### src/rtl/lsps_pkg.sv
// ----------------------------------------------------------------------------
// lsps_pkg
// Shared types and constants of the line-sensor steering unit.
// ----------------------------------------------------------------------------
package lsps_pkg;

    localparam int SensorCount = 8;
    localparam int SampleWidth = 10;
    localparam int GainWidth   = 12;
    localparam int LevelWidth  = 8;
    localparam int CfgAddrWidth = 3;
    localparam int CfgDataWidth = 12;

    localparam logic [CfgAddrWidth-1:0] REG_TH_FIRST  = 3'd0;
    localparam logic [CfgAddrWidth-1:0] REG_TH_MIDDLE = 3'd1;
    localparam logic [CfgAddrWidth-1:0] REG_TH_LAST   = 3'd2;
    localparam logic [CfgAddrWidth-1:0] REG_GAIN_P    = 3'd3;
    localparam logic [CfgAddrWidth-1:0] REG_GAIN_I    = 3'd4;
    localparam logic [CfgAddrWidth-1:0] REG_GAIN_D    = 3'd5;
    localparam logic [CfgAddrWidth-1:0] REG_TOP_SPEED = 3'd6;

    localparam logic [1:0] MODE_FORWARD = 2'd0;
    localparam logic [1:0] MODE_LEFT    = 2'd1;
    localparam logic [1:0] MODE_RIGHT   = 2'd2;

    localparam logic [1:0] CORNER_NONE  = 2'd0;
    localparam logic [1:0] CORNER_RIGHT = 2'd1;
    localparam logic [1:0] CORNER_ACUTE = 2'd2;

    localparam logic [7:0] RUN_ACUTE_LO = 8'd15;
    localparam logic [7:0] RUN_ACUTE_HI = 8'd100;
    localparam logic [7:0] RUN_MAX      = 8'hFF;

    typedef struct packed {
        logic [SampleWidth-1:0] sample_0;
        logic [SampleWidth-1:0] sample_1;
        logic [SampleWidth-1:0] sample_2;
        logic [SampleWidth-1:0] sample_3;
        logic [SampleWidth-1:0] sample_4;
        logic [SampleWidth-1:0] sample_5;
        logic [SampleWidth-1:0] sample_6;
        logic [SampleWidth-1:0] sample_7;
    } frame_t;

    typedef struct packed {
        logic [7:0]        left_drive;
        logic [7:0]        right_drive;
        logic [1:0]        turn_mode;
        logic [1:0]        corner_kind;
        logic [7:0]        line_pattern;
        logic signed [7:0] line_position;
        logic              all_line;
        logic              acute_latched;
    } result_t;

    // Classified frame handed from front to back.
    typedef struct packed {
        logic [7:0]        pattern;
        logic              no_line;
        logic              all_line;
        logic [1:0]        corner;
        logic signed [8:0] sum;
        logic [4:0]        count;
    } task_t;

endpackage

### src/rtl/line_sensor_pid_steering_unit.sv
// ----------------------------------------------------------------------------
// line_sensor_pid_steering_unit
// Line-sensor centroid position and PID wheel steering.
// ----------------------------------------------------------------------------
// A frame with a partial line passes, from push to result, through the front
// classifier and queue, the load of the back unit, the bit-serial position
// divider, a multiply, a sum, an output step and the write of the result
// queue. A frame with no line skips the divider; an all-line frame also skips
// the PID. The back unit handles one frame at a time and starts the next only
// once the result queue is empty; a two-entry queue sits between front and
// back and a two-entry result queue sits at the output.
module line_sensor_pid_steering_unit (
    input  logic                                  clk,
    input  logic                                  rst_n,
    input  logic                                  push,
    output logic                                  full,
    input  lsps_pkg::frame_t                      in_word,
    output logic                                  empty,
    input  logic                                  pop,
    output lsps_pkg::result_t                     out_word,
    input  logic                                  cfg_we,
    input  logic [lsps_pkg::CfgAddrWidth-1:0]     cfg_index,
    input  logic [lsps_pkg::CfgDataWidth-1:0]     cfg_data
);
    logic [9:0]  th_first_reg, th_middle_reg, th_last_reg;
    logic [11:0] gain_p_reg, gain_i_reg, gain_d_reg;
    logic [7:0]  top_reg;

    lsps_pkg::task_t   job;
    lsps_pkg::task_t   q_reg [2];
    logic [1:0]        q_cnt_reg;
    logic              q_rd_reg, q_wr_reg;
    lsps_pkg::result_t r_reg [2];
    logic [1:0]        r_cnt_reg;
    logic              r_rd_reg, r_wr_reg;
    logic              busy, done, start;
    lsps_pkg::result_t res;
    logic              in_go, out_go;

    always_ff @(posedge clk or negedge rst_n)
    begin
        if (!rst_n)
        begin
            th_first_reg  <= 10'd550;
            th_middle_reg <= 10'd600;
            th_last_reg   <= 10'd450;
            gain_p_reg    <= 12'd80;
            gain_i_reg    <= 12'd0;
            gain_d_reg    <= 12'd272;
            top_reg       <= 8'd200;
        end
        else if (cfg_we)
        begin
            unique case (cfg_index)
                lsps_pkg::REG_TH_FIRST:  th_first_reg  <= cfg_data[9:0];
                lsps_pkg::REG_TH_MIDDLE: th_middle_reg <= cfg_data[9:0];
                lsps_pkg::REG_TH_LAST:   th_last_reg   <= cfg_data[9:0];
                lsps_pkg::REG_GAIN_P:    gain_p_reg    <= cfg_data;
                lsps_pkg::REG_GAIN_I:    gain_i_reg    <= cfg_data;
                lsps_pkg::REG_GAIN_D:    gain_d_reg    <= cfg_data;
                lsps_pkg::REG_TOP_SPEED: top_reg       <= cfg_data[7:0];
                default: ;
            endcase
        end
    end

    lsps_front u_front (
        .samples   (in_word),
        .th_first  (th_first_reg),
        .th_middle (th_middle_reg),
        .th_last   (th_last_reg),
        .job       (job)
    );

    // hold back input while results could overflow the output queue
    assign full   = (q_cnt_reg == 2'd2) || (r_cnt_reg != 2'd0 && q_cnt_reg != 2'd0);
    assign in_go  = push && !full;
    assign start  = !busy && q_cnt_reg != 2'd0 && r_cnt_reg == 2'd0;
    assign empty  = r_cnt_reg == 2'd0;
    assign out_go = pop && !empty;
    assign out_word = r_reg[r_rd_reg];

    always_ff @(posedge clk)
    begin
        if (in_go)
            q_reg[q_wr_reg] <= job;
        if (done)
            r_reg[r_wr_reg] <= res;
    end

    always_ff @(posedge clk or negedge rst_n)
    begin
        if (!rst_n)
        begin
            q_cnt_reg <= '0;
            q_rd_reg  <= 1'b0;
            q_wr_reg  <= 1'b0;
            r_cnt_reg <= '0;
            r_rd_reg  <= 1'b0;
            r_wr_reg  <= 1'b0;
        end
        else
        begin
            if (in_go)
                q_wr_reg <= !q_wr_reg;
            if (start)
                q_rd_reg <= !q_rd_reg;
            q_cnt_reg <= q_cnt_reg + 2'(in_go) - 2'(start);
            if (done)
                r_wr_reg <= !r_wr_reg;
            if (out_go)
                r_rd_reg <= !r_rd_reg;
            r_cnt_reg <= r_cnt_reg + 2'(done) - 2'(out_go);
        end
    end

    lsps_back u_back (
        .clk       (clk),
        .rst_n     (rst_n),
        .start     (start),
        .job       (q_reg[q_rd_reg]),
        .gain_p    (gain_p_reg),
        .gain_i    (gain_i_reg),
        .gain_d    (gain_d_reg),
        .top_speed (top_reg),
        .busy      (busy),
        .done      (done),
        .res       (res)
    );
endmodule

### src/rtl/lsps_front.sv
// ----------------------------------------------------------------------------
// lsps_front
// Thresholds a frame and forms pattern, weight sum, count and corner kind.
// ----------------------------------------------------------------------------
module lsps_front (
    input  logic [lsps_pkg::SensorCount*lsps_pkg::SampleWidth-1:0] samples,
    input  logic [lsps_pkg::SampleWidth-1:0]              th_first,
    input  logic [lsps_pkg::SampleWidth-1:0]              th_middle,
    input  logic [lsps_pkg::SampleWidth-1:0]              th_last,
    output lsps_pkg::task_t                               job
);
    localparam int IdxW = $clog2(lsps_pkg::SensorCount);

    logic [lsps_pkg::SensorCount-1:0] hit;
    logic signed [11:0]      sum;
    logic [IdxW:0]           cnt;
    logic [IdxW-1:0]         lo;
    logic [IdxW-1:0]         hi;
    logic                    any;
    logic [IdxW:0]           span;
    logic signed [IdxW+1:0]  gaps;
    logic [lsps_pkg::SampleWidth-1:0] th;

    always_comb
    begin
        sum = '0;
        cnt = '0;
        lo  = '0;
        hi  = '0;
        any = 1'b0;
        th  = th_middle;
        for (int i = 0; i < lsps_pkg::SensorCount; i++)
        begin
            if (i == 0)
                th = th_first;
            else if (i == lsps_pkg::SensorCount - 1)
                th = th_last;
            else
                th = th_middle;
            hit[i] = samples[(lsps_pkg::SensorCount-1-i)*lsps_pkg::SampleWidth +:
                             lsps_pkg::SampleWidth] <= th;
            if (hit[i])
            begin
                sum = sum + 12'(signed'((2 * i - (lsps_pkg::SensorCount - 1)) * 10));
                cnt = cnt + 1'b1;
                if (!any)
                    lo = IdxW'(i);
                hi  = IdxW'(i);
                any = 1'b1;
            end
        end
        span = (IdxW+1)'(hi) - (IdxW+1)'(lo);
        gaps = signed'((IdxW+2)'(span) + 1'b1) - signed'((IdxW+2)'(cnt));
        job.corner = lsps_pkg::CORNER_NONE;
        // span of three to five sensor steps
        if (span >= 3 && span <= 5)
        begin
            if (gaps == 0)
                job.corner = lsps_pkg::CORNER_RIGHT;
            else if (gaps >= 1 && gaps < 4)
                job.corner = lsps_pkg::CORNER_ACUTE;
        end
        for (int i = 0; i < 8; i++)
            job.pattern[i] = (i < lsps_pkg::SensorCount) ?
                             hit[lsps_pkg::SensorCount-1-i] : 1'b0;
        job.no_line  = !any;
        job.all_line = &hit;
        job.sum      = 9'(sum);
        job.count    = 5'(cnt);
    end
endmodule

### src/rtl/lsps_back.sv
// ----------------------------------------------------------------------------
// lsps_back
// Divides the weight sum, runs the PID and holds the drive state.
// ----------------------------------------------------------------------------
module lsps_back (
    input  logic                                clk,
    input  logic                                rst_n,
    input  logic                                start,
    input  lsps_pkg::task_t                     job,
    input  logic [lsps_pkg::GainWidth-1:0]      gain_p,
    input  logic [lsps_pkg::GainWidth-1:0]      gain_i,
    input  logic [lsps_pkg::GainWidth-1:0]      gain_d,
    input  logic [lsps_pkg::LevelWidth-1:0]     top_speed,
    output logic                                busy,
    output logic                                done,
    output lsps_pkg::result_t                   res
);
    localparam logic [2:0] S_IDLE = 3'd0;
    localparam logic [2:0] S_DIV  = 3'd1;
    localparam logic [2:0] S_MUL  = 3'd2;
    localparam logic [2:0] S_SUM  = 3'd3;
    localparam logic [2:0] S_OUT  = 3'd4;

    logic [2:0]        state_reg, state_next;
    lsps_pkg::task_t   job_reg;
    logic [2:0]        step_reg;
    logic [6:0]        quo_reg;
    logic [7:0]        rem_reg;
    logic signed [7:0] pos_reg;
    logic signed [7:0] held_reg, last_err_reg, avg_reg;
    logic [7:0]        run_reg;
    logic              acute_reg;
    logic [7:0]        left_reg, right_reg;
    logic [1:0]        mode_reg;
    logic signed [22:0] tp_reg, ti_reg, td_reg;
    logic signed [24:0] acc_reg;

    logic [7:0]        mag;
    logic [7:0]        trial;
    logic signed [8:0] err, newavg_w, diff;
    logic signed [24:0] acc_sum;
    logic signed [20:0] resp;
    logic signed [20:0] m;
    logic signed [20:0] rev_left;
    logic signed [20:0] rev_right;

    assign mag = job_reg.sum[8] ? 8'(-job_reg.sum) : 8'(job_reg.sum);
    assign trial = {rem_reg[6:0], mag[3'(step_reg)]};
    assign err  = -9'(pos_reg);
    assign newavg_w = 9'((10'(avg_reg) + 10'(err)) / 2);
    assign diff = 9'(err - 9'(last_err_reg));
    assign acc_sum = 25'(tp_reg) + 25'(ti_reg) + 25'(td_reg);
    assign resp = 21'(acc_reg / 16);
    assign m = 21'(top_speed);
    assign rev_left  = resp - m;
    assign rev_right = -resp - m;
    assign busy = state_reg != S_IDLE;

    always_comb
    begin
        state_next = state_reg;
        unique case (state_reg)
            S_IDLE: if (start) state_next = S_DIV;
            S_DIV:  if (job_reg.no_line || job_reg.all_line || step_reg == 3'd0)
                        state_next = job_reg.all_line ? S_OUT : S_MUL;
            S_MUL:  state_next = S_SUM;
            S_SUM:  state_next = S_OUT;
            S_OUT:  state_next = S_IDLE;
            default: state_next = S_IDLE;
        endcase
    end

    always_ff @(posedge clk or negedge rst_n)
    begin
        if (!rst_n)
        begin
            state_reg    <= S_IDLE;
            held_reg     <= '0;
            last_err_reg <= '0;
            avg_reg      <= '0;
            run_reg      <= '0;
            acute_reg    <= 1'b0;
            left_reg     <= '0;
            right_reg    <= '0;
            mode_reg     <= lsps_pkg::MODE_FORWARD;
            done         <= 1'b0;
        end
        else
        begin
            state_reg <= state_next;
            done      <= 1'b0;
            unique case (state_reg)
                S_IDLE:
                begin
                    job_reg  <= job;
                    step_reg <= 3'd7;
                    quo_reg  <= '0;
                    rem_reg  <= '0;
                end
                S_DIV:
                begin
                    // restoring divide, one quotient bit a cycle
                    if (trial >= 8'(job_reg.count))
                    begin
                        rem_reg <= trial - 8'(job_reg.count);
                        quo_reg <= {quo_reg[5:0], 1'b1};
                    end
                    else
                    begin
                        rem_reg <= trial;
                        quo_reg <= {quo_reg[5:0], 1'b0};
                    end
                    step_reg <= step_reg - 1'b1;
                    if (job_reg.no_line)
                    begin
                        pos_reg <= held_reg;
                        if (run_reg > lsps_pkg::RUN_ACUTE_LO &&
                            run_reg < lsps_pkg::RUN_ACUTE_HI)
                            acute_reg <= 1'b1;
                        run_reg <= '0;
                    end
                    else if (job_reg.all_line)
                    begin
                        pos_reg <= '0;
                        if (run_reg != lsps_pkg::RUN_MAX)
                            run_reg <= run_reg + 1'b1;
                        mode_reg  <= lsps_pkg::MODE_FORWARD;
                        left_reg  <= top_speed;
                        right_reg <= top_speed;
                    end
                    else if (step_reg == 3'd0)
                    begin
                        run_reg <= '0;
                        if (trial >= 8'(job_reg.count))
                        begin
                            pos_reg <= job_reg.sum[8] ? -8'({quo_reg[6:0], 1'b1} & 8'h7F)
                                                      : 8'({quo_reg[6:0], 1'b1} & 8'h7F);
                            held_reg <= job_reg.sum[8] ? -8'({quo_reg[6:0], 1'b1} & 8'h7F)
                                                       : 8'({quo_reg[6:0], 1'b1} & 8'h7F);
                        end
                        else
                        begin
                            pos_reg <= job_reg.sum[8] ? -8'({quo_reg[6:0], 1'b0} & 8'h7F)
                                                      : 8'({quo_reg[6:0], 1'b0} & 8'h7F);
                            held_reg <= job_reg.sum[8] ? -8'({quo_reg[6:0], 1'b0} & 8'h7F)
                                                       : 8'({quo_reg[6:0], 1'b0} & 8'h7F);
                        end
                    end
                end
                S_MUL:
                begin
                    tp_reg  <= 23'(signed'({1'b0, gain_p}) * err);
                    ti_reg  <= 23'(signed'({1'b0, gain_i}) * newavg_w);
                    td_reg  <= 23'(signed'({1'b0, gain_d}) * diff);
                    avg_reg      <= 8'(newavg_w);
                    last_err_reg <= 8'(err);
                end
                S_SUM:
                    acc_reg <= acc_sum;
                S_OUT:
                begin
                    done <= 1'b1;
                    if (!job_reg.all_line)
                    begin
                        if (resp > m)
                        begin
                            mode_reg  <= lsps_pkg::MODE_LEFT;
                            left_reg  <= (rev_left > m) ? top_speed : 8'(rev_left);
                            right_reg <= top_speed;
                        end
                        else if (resp < -m)
                        begin
                            mode_reg  <= lsps_pkg::MODE_RIGHT;
                            left_reg  <= top_speed;
                            right_reg <= (rev_right > m) ? top_speed : 8'(rev_right);
                        end
                        else if (resp < 0 && resp > -m)
                        begin
                            mode_reg  <= lsps_pkg::MODE_FORWARD;
                            left_reg  <= top_speed;
                            right_reg <= 8'(m + resp);
                        end
                        else if (resp > 0 && resp < m)
                        begin
                            mode_reg  <= lsps_pkg::MODE_FORWARD;
                            left_reg  <= 8'(m - resp);
                            right_reg <= top_speed;
                        end
                    end
                end
                default: ;
            endcase
        end
    end

    always_comb
    begin
        res.left_drive    = left_reg;
        res.right_drive   = right_reg;
        res.turn_mode     = mode_reg;
        res.corner_kind   = (job_reg.no_line || job_reg.all_line) ?
                            lsps_pkg::CORNER_NONE : job_reg.corner;
        res.line_pattern  = job_reg.pattern;
        res.line_position = pos_reg;
        res.all_line      = job_reg.all_line;
        res.acute_latched = acute_reg;
    end
endmodule
### config.mk
export PLATFORM = sky130hd
export DESIGN_NAME = line_sensor_pid_steering_unit
export DESIGN_NICKNAME = d
export VERILOG_FILES = /design/src/rtl/lsps_pkg.sv /design/src/rtl/line_sensor_pid_steering_unit.sv /design/src/rtl/lsps_front.sv /design/src/rtl/lsps_back.sv
export SDC_FILE = /design/constraint.sdc
export NUM_CORES = 2
export LEC_CHECK = 0
export ABC_AREA = 1
export BUFFER_PORTS_ARGS = -buffer_cell sky130_fd_sc_hd__buf_2
export CORE_MARGIN = 3
export CORE_UTILIZATION = 35
export DETAILED_ROUTE_END_ITERATION = 8
export HOLD_SLACK_MARGIN = 0.1
export PLACE_DENSITY_LB_ADDON = 0.08
export SYNTH_ARGS = -nofsm -noshare
export SYNTH_HDL_FRONTEND = slang
export SYNTH_SLANG_ARGS = --single-unit
### constraint.sdc
create_clock -name clk -period 11.7 [get_ports clk]
set_input_delay 1.17 -clock clk [delete_from_list [all_inputs] [get_ports clk]]
set_output_delay 1.17 -clock clk [all_outputs]
set_load 0.03 [all_outputs]
# Word-level counts from Yosys, hierarchy flattened

Memory sizes are Yosys's and may differ from the RTL's. A register that Yosys moved wholly into a read port is not among the register bits.
Index checks and enable logic that the tools add are counted.

Mux-type cells: 100
$mul: 3
Reduce and logical (&&, ||, !) cells: 51
Magnitude comparators: 24
Equal/unequal tests: 19
Bitwise logic cells: 4
$add $sub $neg: 40

Operators by type and width:

| operator                                                       | count |
|---|---|
| two-way mux 8 bit                                              | 25 |
| less-or-equal comparator 10 bit                                | 8 |
| two-way mux 9 bit                                              | 8 |
| multiplier 13 x 9 -> 22 bit                                    | 3 |
| greater-than comparator 21 x 9 -> 1 bit                        | 3 |
| two-way mux 3 bit                                              | 20 |
| subtractor 21 x 9 -> 21 bit                                    | 2 |
| zero test 32 bit                                               | 1 |
| one-hot mux 8 bit (2 select lines)                             | 2 |
| two-way mux 4 bit                                              | 7 |
| two-way mux 2 bit                                              | 13 |
| adder 23 x 22 -> 24 bit                                        | 1 |
| adder 4 x 1 -> 4 bit, second input constant                    | 6 |
| AND reduction 2 bit                                            | 12 |
| adder 22 x 22 -> 23 bit                                        | 1 |
| adder 21 x 1 -> 21 bit                                         | 1 |
| greater-than comparator 21 x 1 -> 1 bit, second input constant | 1 |
| greater-than comparator 21 bit                                 | 1 |
| < comparator 21 x 1 -> 1 bit, second input constant            | 1 |
| < comparator 21 bit                                            | 1 |
| < comparator 21 x 9 -> 1 bit                                   | 1 |
| negation 21 bit                                                | 1 |
| negation 8 -> 21 bit                                           | 1 |
| adder 9 x 5 -> 9 bit, second input constant                    | 2 |
| 59 further kinds                                               | 119 |

Flip-flop bits (word level): 257
Input port bits: 100
Output and inout port bits: 40
RAM bits: 126
Logic and storage cells: 275
Memories: 2

Memories:

| memory | words | width | rd ports | clocked after Yosys merged registers in | write ports | line                                | RTL |
|---|---|---|---|---|---|---|---|
| r_reg  | 2     | 38    | 1        | 0                                       | 1           | line_sensor_pid_steering_unit.sv:33 | `lsps_pkg::result_t r_reg [2];` |
| q_reg  | 2     | 25    | 1        | 1                                       | 1           | line_sensor_pid_steering_unit.sv:30 | `lsps_pkg::task_t q_reg [2];` |

# Depth between registers and ports, before layout

Word-level depth: 24
Gate-level depth with buffers: 51
Gate-level depth less buffers: 50

# Modules after synthesis

A second synthesis with hierarchy kept.

Cells, all modules: 4404
Area total of the unflattened synthesis: 37337.1 um^2

Modules (own cells, without submodules):

| module                        | times used | cells an instance | area an instance (um^2) |
|---|---|---|---|
| lsps_back                     | 1          | 3107              | 25326.8 |
| line_sensor_pid_steering_unit | 1          | 646               | 7972.6 |
| lsps_front                    | 1          | 651               | 4037.6 |

# Least setup slack after synthesis

OpenSTA, ideal clock, no wires.

Path type: reg-to-reg
Start point: register u_back.pos_reg[0]
End point: register u_back.ti_reg[21] (netlist name)
Clock period less this slack: 8952 ps
Data required time: 11440 ps
Setup time: 260 ps
Buffers on the path: 1
Arrival time: 8692 ps
Path slack: 2748 ps
Stages on the path, launching flop included: 52
Cell sequence: edfxtp_1 -> inv_1 -> ha_1 -> inv_1 -> nor3_1 -> inv_1 -> or2_2 -> nor3_1 -> inv_1 -> nand2_1 -> clkinv_1 -> ha_1 -> a21oi_1 -> o31ai_1 -> nand2_1 -> a22oi_1 -> nor2_1 -> ha_1 -> [... 16 more ...] -> inv_1 -> fa_1 -> inv_1 -> ha_1 -> nand2_1 -> o21ai_0 -> a21oi_1 -> inv_1 -> a21oi_1 -> nor3b_1 -> a31oi_1 -> o21ai_0 -> nand3_1 -> nand2_1 -> a21oi_1 -> nor2_1 -> nor2_1 -> xor2_1

Word-level cells in the longest chain between the ends: 5

Ends and longest elaborated chain:

| what                             | line             | RTL |
|---|---|---|
| start: declaration               | lsps_back.sv:29  | `logic signed [7:0] pos_reg;` |
| start signal: assignment         | lsps_back.sv:116 | `pos_reg <= held_reg;` |
| start signal: assignment         | lsps_back.sv:136 | `pos_reg <= job_reg.sum[8] ? -8'({quo_reg[6:0], 1'b1} & 8'h7F)` |
| start signal: assignment         | lsps_back.sv:143 | `pos_reg <= job_reg.sum[8] ? -8'({quo_reg[6:0], 1'b0} & 8'h7F)` |
| negation 8 -> 9 bit *            | lsps_back.sv:49  | `assign err = -9'(pos_reg);` |
| named net u_back.err[6]          | lsps_back.sv:40  | `logic signed [8:0] err, newavg_w, diff;` |
| adder 8 x 9 -> 10 bit *          | lsps_back.sv:50  | `assign newavg_w = 9'((10'(avg_reg) + 10'(err)) / 2);` |
| AND 1 bit (no line)              | --               |  |
| adder 9 x 1 -> 9 bit (no line) * | --               |  |
| multiplier 13 x 9 -> 22 bit *    | lsps_back.sv:153 | `ti_reg <= 23'(signed'({1'b0, gain_i}) * newavg_w);` |

Mark *: on every way through the listed nets, which the timed path passes. The rest lies on a longest branch.
A chain may end at the register's enable or synchronous reset.

# Worst setup path in the final report

Start point: register u_back.pos_reg[0]
End point: register u_back.ti_reg[21] (netlist name)

Word-level cells in the longest chain between the ends: 5

Ends and longest elaborated chain:

| what                             | line |
|---|---|
| negation 8 -> 9 bit *            | lsps_back.sv:49 |
| named net u_back.err[6]          | lsps_back.sv:40 |
| adder 8 x 9 -> 10 bit *          | lsps_back.sv:50 |
| AND 1 bit (no line)              | -- |
| adder 9 x 1 -> 9 bit (no line) * | -- |
| multiplier 13 x 9 -> 22 bit *    | lsps_back.sv:153 |

Marked as above.

==> qor.yml <==
status: "finished, final reports clean"
layout_commonest_cell: "nand2_1"
synthAdderAreaFrac_pct: 29.3
cts_tree: "built"
syn_nets: 4871
firstDrtPassIters: 5
ys_seq_area_share_pct: 31.3
rsz0062_at_grt: "false"
hold_buffers: 0
layout.nets: 5010
crit_type: "flip-flop to flip-flop"
yosys.area_share.simple_pct: 18.1
setup_viol: 0
synth_area_mm2: 0.0359
synth_xor_xnor_area_share_pct: 4.29
tightest_slew_ns: 0.997
gp_congestion: 0.862
drt_iter0_markers: 1474
postSynth.asyncResetShare_pct: 34.6
cts_inserted_buffers: 48
io_pins: 140
ctsLongestPathBuffers: 3
start_kind: "flip-flop"
path_clk_slew_ns: 0.06
syn_area_per_cell_um2: 8.79
synth_top_family_by_area: "adder cells"
grt_overflow: 0
largest_reg_flops: 76
clock_skew_ns: 0.0384
final_cell_mix: "874 x nand2_1, 662 x inv_1, 445 x ha_1, 329 x nor2_1, 259 x edfxtp_1"
synth_edf_count: 259
finalNonFillerCells: 5618
ys.flop_type: "edfxtp_1"
clock_latency_ns: 0.61
cp.required_ns: 12.03
ys_ff_latch: 396
final_antenna_net_count: 0
ctsResizeCount: 0
drc: 0
num_vias: 26626
endpoint_kind: "flip-flop"
grt_pass1_wl_mm: 154
slew_viol_final: 0
die-area_mm2: 0.106
grt_pass1_vias: 26532
dp_hpwl_mm: 78.1
muxShareOfSynthArea_pct: 0.809
postSynthCellCount: 4079
synth_compound_area_share_pct: 7.94
start_util_pct: 35.6
drive_gt1_share_pct: 9.70
slowest_delay_ns: 0.55
post_cts_buffers: 0
synth.distinct_cells: 72
grt_usage_pct: 18.4
num_rows: 116
finalSetupTns_ns: 0
cp_num_buf_inv: 13
worst-path-max-fanout: 17
grt_max_degree: 67
die_y_um: 326
worst_path_most_repeated_cell: "inv_1"
fp.dieW_um: 326
root_buffer: "clkbuf_16"
areaGrowthSynthToFinish_pct: 11.0
max_cap_viol_count: 0
slowest_stage: "fa_1"
hold_viol: 0
drt-vias-per-instance: 4.74
cts_num_sinks: 396
dp_cells: 5525
crit_family: "adder cells"
routed_wl_mm: 98.0
post-route-period-util_pct: 85.8
slew_headroom_pct: 33.3
min_period_ns: 10.04
htree_levels: 2
drt-wirelength-per-cell_um: 17.4
hp-class: "flip-flop to flip-flop"
cp.arrival_ns: 10.37
synth_warnings: 0
port_buffers: 139
max_freq_mhz: 99.6
antenna_found_initial: 11
fp.coreArea_mm2: 0.101
cell usage after synthesis, drive strengths merged (3+ instances only):
| cell type | instances | share of area (%) |
|---|---|---|
| nand2 | 904 | 9.8 |
| inv | 676 | 7.1 |
| ha | 445 | 16 |
| nor2 | 351 | 4.0 |
| edfxtp | 259 | 22 |
| fa | 247 | 14 |
| o21ai | 207 | 3.0 |
| a21oi | 197 | 2.8 |
| nand3 | 123 | 1.8 |
| xor2 | 122 | 3.0 |
| dfrtp | 118 | 8.2 |
| clkbuf | 57 | 0.61 |
| xnor2 | 52 | 1.3 |
| nor3 | 48 | 0.74 |
| nand4 | 47 | 0.85 |
| mux2 | 24 | 0.75 |
| or2 | 22 | 0.39 |
| buf | 20 | 0.36 |
| dfstp | 19 | 1.4 |
| a31oi | 15 | 0.30 |
| clkinv | 15 | 0.16 |
| o211ai | 14 | 0.40 |
| o21bai | 14 | 0.29 |
| nor4 | 13 | 0.23 |
| o22ai | 9 | 0.17 |
| a21o | 8 | 0.17 |
| a211oi | 7 | 0.15 |
| o31ai | 7 | 0.15 |
| nand3b | 5 | 0.10 |
| and2 | 4 | 0.070 |
| o21a | 4 | 0.084 |
| a22oi | 3 | 0.063 |
| or3 | 3 | 0.052 |
through the flow:
| step | utilization [%] | hold WS (ns) | setup WS [ns] | cell area, um2 |
|---|---|---|---|---|
| finish | 39.4 | 0.443 | 1.66 | 39800 |
| global route | 39.4 | 0.456 | 0.843 | 39800 |
| CTS | 39.4 | 0.445 | 1.65 | 39800 |
| detailed placement | 37.8 | 0.434 | 1.63 | 38200 |
| global placement | 37.8 | 0.425 | 1.75 | 38200 |
| floorplan | - | 0.421 | 2.75 | 35900 |
worst register-to-register path: cells and delay by family (launching register included):
kind,cells,cell delay [ns]
compound gates,9,1.39
xor+xnor,2,0.32
fa+ha+maj,9,3.68
buf+inv,13,1.43
flops,1,0.36
simple gates,19,2.62
per-layer routing:
layer	vias to the layer above	track usage (%)	part of all wire, %
met2	461	29.8	45
met1	12623	26.7	50
met3	97	2.02	3.5
met4	2	3.40	1.6
li1	13443	-	-
met5	-	0	0.013
layout make-up:
type                            count  area (um2)
Fill cell                       10286       61100
Sequential cell                   396       11200
Tap cell                         1357        1700
Clock inverter                     25         282
Multi-Input combinational cell   2915       21700
Antenna cell                        3        7.51
Timing Repair Buffer              166         905
Inverter                          691        2600
Clock buffer                       65        1350
path summary, 6_finish.rpt:
check | start | end | slack [ns] | cells past startpoint
worst min-delay path | u_back.res[15]$_DFFE_PP_ | r_reg[1][15]$_DFFE_PP_ | 0.44 | 0
max in group asynchronous | rst_n | u_back.right_reg[6]$_DFFE_PN0P_ | 10.08 | 2
worst min register to register | u_back.res[15]$_DFFE_PP_ | r_reg[1][15]$_DFFE_PP_ | 0.44 | 0
worst max-delay path | u_back.pos_reg[0]$_DFFE_PP_ | u_back.ti_reg[21]$_DFFE_PP_ | 1.66 | 52
worst max register to register | u_back.pos_reg[0]$_DFFE_PP_ | u_back.ti_reg[21]$_DFFE_PP_ | 1.66 | 52
min in group asynchronous | rst_n | gain_p_reg[8]$_DFFE_PN0P_ | 0.54 | 1
logic make-up after synthesis:
| group | Yosys count |
|---|---|
| buffers and inverters | 768 |
| flip-flops | 396 |
| XOR/XNOR | 174 |
| AND/OR/NAND/NOR | 1524 |
| multiplexers | 26 |
| adder cells (fa/ha/maj) | 692 |
| AO/OA/AOI/OAI | 499 |
Power is left out: the tool's default activity adds up to more than one toggle a clock period on the data nets, which glitch-free logic cannot reach.
